[src/rtl/lkvc_pkg.sv]
// Package with the request types and fixed field widths of the LRU key-value cache.
`timescale 1ns / 1ps

package lkvc_pkg;

    localparam int KEY_W      = 16;
    localparam int VALUE_W    = 31;
    localparam int CAP_W      = 5;
    localparam int IN_DATA_W  = 48;
    localparam int OUT_DATA_W = 32;

    localparam logic [CAP_W-1:0] CAP_RESET = 5'd16;

    typedef enum logic
    {
        FUNC_GET = 1'b0,
        FUNC_PUT = 1'b1
    } func_t;

    typedef struct packed
    {
        func_t              func;
        logic [KEY_W-1:0]   key;
        logic [VALUE_W-1:0] value;
    } req_t;

endpackage

[src/rtl/lru_key_value_cache.sv]
// Top level of the fully associative LRU key-value cache with age-rank replacement.
// A request is registered in the request register; lookup, replacement and age update lie between
// the request register and the result register. One request per cycle is taken while the result
// is not stalled.
// A stalled result holds its register while one more request waits in the request register.
// Reset empties the store and sets the capacity to 16; a capacity write also empties it.
`timescale 1ns / 1ps

module lru_key_value_cache #(
    parameter int ENTRIES  = 16,
    parameter int KEY_BITS = 16
) (
    input  logic                                 clk,
    input  logic                                 rst_n,

    input  logic                                 cfg_wr_en,
    input  logic [lkvc_pkg::CAP_W-1:0]           cfg_wr_data,   // capacity

    input  logic                                 s_axis_tvalid,
    output logic                                 s_axis_tready,
    input  logic [lkvc_pkg::IN_DATA_W-1:0]       s_axis_tdata,  // key, value, zero pad
    input  logic                                 s_axis_tuser,  // func

    output logic                                 m_axis_tvalid,
    input  logic                                 m_axis_tready,
    output logic [lkvc_pkg::OUT_DATA_W-1:0]      m_axis_tdata,  // read_value, zero pad
    output logic                                 m_axis_tuser   // found
);

    localparam int KW = (KEY_BITS < lkvc_pkg::KEY_W) ? KEY_BITS : lkvc_pkg::KEY_W;
    localparam int AW = (ENTRIES > 1) ? $clog2(ENTRIES) : 1;
    localparam int OW = $clog2(ENTRIES + 1);
    localparam int VW = lkvc_pkg::VALUE_W;

    logic [lkvc_pkg::CAP_W-1:0] cap_reg;

    logic                in_valid_reg;
    lkvc_pkg::req_t      req_reg;

    logic                out_valid_reg;
    logic                found_reg;
    logic [VW-1:0]       rdata_reg;

    logic [ENTRIES-1:0]  valid_reg;
    logic [ENTRIES-1:0]  valid_next;
    logic [KW-1:0]       key_reg   [ENTRIES];
    logic [KW-1:0]       key_next  [ENTRIES];
    logic [VW-1:0]       data_reg  [ENTRIES];
    logic [VW-1:0]       data_next [ENTRIES];
    logic [AW-1:0]       age_reg   [ENTRIES];
    logic [AW-1:0]       age_next  [ENTRIES];
    logic [OW-1:0]       occ_reg;
    logic [OW-1:0]       occ_next;

    logic                process;
    logic                is_put;
    logic [ENTRIES-1:0]  hit_vec;
    logic                hit_any;
    logic [AW-1:0]       hit_age;
    logic [VW-1:0]       hit_data;
    logic [OW-1:0]       eff_cap;
    logic                full;
    logic [AW-1:0]       oldest_age;
    logic [ENTRIES-1:0]  evict_vec;
    logic [ENTRIES-1:0]  valid_mid;
    logic [ENTRIES-1:0]  ins_vec;

    assign process       = in_valid_reg && (!out_valid_reg || m_axis_tready);
    assign s_axis_tready = !in_valid_reg || process;
    assign is_put        = (req_reg.func == lkvc_pkg::FUNC_PUT);

    assign m_axis_tvalid = out_valid_reg;
    assign m_axis_tuser  = found_reg;
    assign m_axis_tdata  = {{(lkvc_pkg::OUT_DATA_W - VW){1'b0}}, rdata_reg};

    // A capacity of zero acts as one, and one above the entry count acts as the entry count.
    always_comb
    begin
        if (cap_reg == '0)
        begin
            eff_cap = OW'(1);
        end
        else if (32'(cap_reg) > 32'(ENTRIES))
        begin
            eff_cap = OW'(ENTRIES);
        end
        else
        begin
            eff_cap = OW'(cap_reg);
        end
    end

    assign full       = (occ_reg >= eff_cap);
    assign oldest_age = AW'(occ_reg - OW'(1));

    always_comb
    begin
        hit_age  = '0;
        hit_data = '0;
        for (int i = 0; i < ENTRIES; i++)
        begin
            hit_vec[i]   = valid_reg[i] && (key_reg[i] == req_reg.key[KW-1:0]);
            evict_vec[i] = full && valid_reg[i] && (age_reg[i] == oldest_age);
            if (hit_vec[i])
            begin
                hit_age  = hit_age | age_reg[i];
                hit_data = hit_data | data_reg[i];
            end
        end
    end

    assign hit_any   = |hit_vec;
    assign valid_mid = valid_reg & ~evict_vec;
    // The lowest free slot after an eviction, as a one-hot vector.
    assign ins_vec   = ~valid_mid & (valid_mid + ENTRIES'(1));

    always_comb
    begin
        valid_next = valid_reg;
        occ_next   = occ_reg;
        for (int i = 0; i < ENTRIES; i++)
        begin
            key_next[i]  = key_reg[i];
            data_next[i] = data_reg[i];
            age_next[i]  = age_reg[i];
        end

        if (cfg_wr_en)
        begin
            valid_next = '0;
            occ_next   = '0;
            for (int i = 0; i < ENTRIES; i++)
            begin
                age_next[i] = '0;
            end
        end
        else if (process)
        begin
            if (hit_any)
            begin
                for (int i = 0; i < ENTRIES; i++)
                begin
                    if (hit_vec[i])
                    begin
                        age_next[i] = '0;
                        if (is_put)
                        begin
                            data_next[i] = req_reg.value;
                        end
                    end
                    else if (valid_reg[i] && (age_reg[i] < hit_age))
                    begin
                        age_next[i] = age_reg[i] + AW'(1);
                    end
                end
            end
            else if (is_put)
            begin
                valid_next = valid_mid | ins_vec;
                if (!full)
                begin
                    occ_next = occ_reg + OW'(1);
                end
                for (int i = 0; i < ENTRIES; i++)
                begin
                    if (ins_vec[i])
                    begin
                        key_next[i]  = req_reg.key[KW-1:0];
                        data_next[i] = req_reg.value;
                        age_next[i]  = '0;
                    end
                    else if (valid_mid[i])
                    begin
                        age_next[i] = age_reg[i] + AW'(1);
                    end
                end
            end
        end
    end

    always_ff @(posedge clk or negedge rst_n)
    begin
        if (!rst_n)
        begin
            cap_reg       <= lkvc_pkg::CAP_RESET;
            in_valid_reg  <= 1'b0;
            out_valid_reg <= 1'b0;
            valid_reg     <= '0;
            occ_reg       <= '0;
            for (int i = 0; i < ENTRIES; i++)
            begin
                age_reg[i] <= '0;
            end
        end
        else
        begin
            if (cfg_wr_en)
            begin
                cap_reg <= cfg_wr_data;
            end
            if (s_axis_tready)
            begin
                in_valid_reg <= s_axis_tvalid;
            end
            if (process)
            begin
                out_valid_reg <= 1'b1;
            end
            else if (m_axis_tready)
            begin
                out_valid_reg <= 1'b0;
            end
            valid_reg <= valid_next;
            occ_reg   <= occ_next;
            for (int i = 0; i < ENTRIES; i++)
            begin
                age_reg[i] <= age_next[i];
            end
        end
    end

    always_ff @(posedge clk)
    begin
        if (s_axis_tvalid && s_axis_tready)
        begin
            req_reg.func  <= lkvc_pkg::func_t'(s_axis_tuser);
            req_reg.key   <= s_axis_tdata[lkvc_pkg::KEY_W-1:0];
            req_reg.value <= s_axis_tdata[lkvc_pkg::KEY_W +: VW];
        end
        if (process)
        begin
            found_reg <= hit_any;
            rdata_reg <= (hit_any && !is_put) ? hit_data : '0;
        end
        for (int i = 0; i < ENTRIES; i++)
        begin
            key_reg[i]  <= key_next[i];
            data_reg[i] <= data_next[i];
        end
    end

    // The fill count always matches the number of valid entries.
    assert property (@(posedge clk) disable iff (!rst_n)
        $countones(valid_reg) == int'(occ_reg))
        else $error("occupancy does not match the valid entries");

    // Keys are unique, so a lookup hits at most one entry.
    assert property (@(posedge clk) disable iff (!rst_n)
        in_valid_reg |-> $onehot0(hit_vec))
        else $error("key matched more than one entry");

    // An insert into a full store evicts exactly one entry.
    assert property (@(posedge clk) disable iff (!rst_n)
        (process && !cfg_wr_en && is_put && !hit_any && full) |-> $onehot(evict_vec))
        else $error("no unique oldest entry to evict");

    // An insert always finds a free slot.
    assert property (@(posedge clk) disable iff (!rst_n)
        (process && !cfg_wr_en && is_put && !hit_any) |-> $onehot(ins_vec))
        else $error("no free slot for an insert");

    // A capacity write empties the store.
    assert property (@(posedge clk) disable iff (!rst_n)
        cfg_wr_en |=> (occ_reg == '0) && (valid_reg == '0))
        else $error("store not cleared by a capacity write");

endmodule

[config.mk]
export PLATFORM = sky130hd
export DESIGN_NAME = lru_key_value_cache
export DESIGN_NICKNAME = d
export VERILOG_FILES = /design/src/rtl/lkvc_pkg.sv /design/src/rtl/lru_key_value_cache.sv
export SDC_FILE = /design/constraint.sdc
export NUM_CORES = 1
export LEC_CHECK = 0
export BUFFER_PORTS_ARGS = -buffer_cell sky130_fd_sc_hd__buf_2
export CORE_ASPECT_RATIO = 0.75
export CORE_UTILIZATION = 50
export CTS_BUF_LIST = sky130_fd_sc_hd__clkbuf_4 sky130_fd_sc_hd__clkbuf_8
export DETAILED_ROUTE_END_ITERATION = 12
export PLACE_DENSITY = 0.66
export SYNTH_ARGS = -nofsm -noshare
export SYNTH_HDL_FRONTEND = slang
export SYNTH_SLANG_ARGS = --single-unit
[constraint.sdc]
create_clock -name clk -period 6.7 [get_ports clk]
set_clock_uncertainty 0.15 [all_clocks]
set_input_delay 1.005 -clock clk [delete_from_list [all_inputs] [get_ports clk]]
set_output_delay 1.005 -clock clk [all_outputs]
set_load 0.1 [all_outputs]
==> summary.txt <==
status = complete, no violations
Critical Path RT = 7.23 ns
Worst Setup Path Type = register to register
TritonRoute pass-1 iters = 6
Synth Register Bits = 924
clock transition at the registers of the reported paths = 0.07 ns
GRT Residual Overflow = 0
core area = 0.0787 mm2
Final nets = 3035
antenna-violating nets left = 0
GPL Wtd Cong = 0.998
Least-Margin Pin Slew = 1.10 ns
top_reg_cell synth = edfxtp_1
Tmin final = 5.53 ns
register area share after synthesis = 68.5%
cell row count = 89
Final Hold Viols = 0
Synth top cells by count = edfxtp_1 (832), xnor2_1 (219), nand2_1 (114)
Final TNS setup = 0 ns
CTS tree = built
Syn Inst Count = 2695
post-route DRC violation count = 0
r2r endpoint = age_reg[3]
full die area = 0.0809 mm2
Routed WL = 115000 um
Synth top area share = 62.7%
num ports = 94
via count = 25650
CP Capture Type = register
max reg flops = 496
Chip Height = 247 um
vias per inst = 6.31
EDFF count, synth = 832
Starting Density = 50.6%
Power Density = 269 mW/mm2
die width = 328 um
CTS root buf = clkbuf_8
cell with the most instances after synthesis = edfxtp_1
Avg Inst Size Synth = 14.8 um2
ys async rst share = 9.96%
Post-Syn Area = 0.0399 mm2
Syn Nets = 2825
largest cells by area after synthesis = edfxtp_1 (63%), dfrtp_1 (5.7%), xnor2_1 (4.8%)
clk buf depth = 3
pins over their slew limit = 0
CTS Hold Bufs = 0
Core Util, Final = 57.2%
CTS sink cnt = 924
first-pass GRT wire length = 167000 um
Critical path origin = req_reg[33]
largest net degree at the start of global routing = 55
P&R area growth vs syn = 13.0%
DRT iter0 DRCs = 2993
Post-CTS Setup Inserts = 0
H-tree depth = 4
worst-path maximum fanout = 13
CP Launch Type = register
Clk Latency, worst-skew pair = 0.83 ns
fmax = 181 MHz
cells on worst reg2reg path = 11
initial antenna violation count = 2
worst vdd ir = 0.173 mV
port bufs = 91
layout cell share with drive strength beyond 1 = 16.4%
post-cts resize count = 0
Slew HR = 26.1%
count of cell types in the netlist = 84
CTS Buf Count = 143
Total Power = 12.1 mW
flop2flop setup slack = 1.17 ns
Tcrit/Tclk final = 82.5%
biggest area consumer among synthesized cells = edfxtp_1
RSZ-0062 raised after global routing = false
overall routing resource usage = 28.6%
vias in the first global route = 25248
routed length per placed instance = 28.4 um
Critical Path End = age_reg[3]
max-cap viol count = 0
Synthesis Warnings = 0
P_leak = 15.0 nW
Finish-stage setup viols = 0
Worst Hold Class = input pin to asynchronous set/reset pin
dpl hpwl = 69100 um
worst r2r src = req_reg[33]
CP Data Arrival Time = 6.06 ns
## critical path: stages (launching register included)
cell and delay, ns:
edfxtp_1 0.94, buf_4 0.31, xnor2_1 0.15, nand4_1 0.13, nor4_1 0.77, a22oi_1 0.30, nand4_1 0.34, or3_1 0.61
o21ai_0 0.48, o31ai_1 0.84, a21boi_0 0.24, o21ai_0 0.10
## cells in the final DEF, fill, tap and decap left out, types with 43 or more instances in the layout
cell and n:
nand3_1 73, xor2_1 85, o21ai_0 68, xnor2_1 219, clkbuf_4 43, clkbuf_8 148
a221oi_1 98, nand2_1 114, nor2_1 67, ha_1 71, dfrtp_1 91, buf_4 96
a22o_1 110, inv_1 52, a22oi_1 85, edfxtp_1 832, and3_1 58, nand4_1 64
buf_2 90
## routing by layer
layer	up-vias	share of wire [%]	routed length (um)	global-route usage, %
met4	2	2.3	2650	8.63
met3	199	11	12700	7.59
met5	-	0.011	13	0
li1	11037	-	-	-
met2	1437	44	50600	41.8
met1	12975	43	49200	41.8
## metrics by stage
stage | hold slack, ns | setup WS (ns) | area [um2] | cells
after floorplan | 0.307 | 0.866 | 39900 | 2695
after global placement | 0.322 | 1.44 | 42100 | 3806
after detailed placement | 0.342 | 1.39 | 42100 | 3806
after CTS | 0.0124 | 1.32 | 45000 | 4062
after global routing | 0.0892 | 0.882 | 45000 | 4063
final | 0.0499 | 1.17 | 45000 | 4063
## how the worst min path moves through the flow
| stage | to |
|---|---|
| floorplan | m_axis_tvalid |
| global placement | m_axis_tvalid |
| detailed placement | m_axis_tvalid |
| CTS | valid_reg[7] |
| global route | valid_reg[7] |
| finish | valid_reg[7] |
## cells by family after synthesis
family,Yosys count,share of synthesized area (%)
AO/OA/AOI/OAI,570,10.9
buffers and inverters,184,1.93
AND/OR/NAND/NOR,607,8.28
multiplexers,17,0.449
flip-flops,924,68.5
adder cells (fa/ha/maj),71,2.23
other,1,0.00941
XOR/XNOR,321,7.71
## area by class of cell
cell class / count / area [um2]
antenna: 1 / 2.50
inverter: 53 / 199
fill: 6045 / 33700
clock inverter: 65 / 529
tap: 1046 / 1310
clock buffer: 191 / 2360
sequential: 924 / 27300
timing repair buffer: 196 / 1370
multi-input combinational: 1587 / 12000
## where the power goes
group / internal (mW) / leakage (nW) / switching [mW]
Combinational: 0.274 / 4.75 / 0.525
Clock: 2.52 / 1.51 / 2.27
Sequential: 6.37 / 8.79 / 0.160
Total: 9.17 / 15.0 / 2.96
No activity file was read; power rests on OpenSTA's default activity.
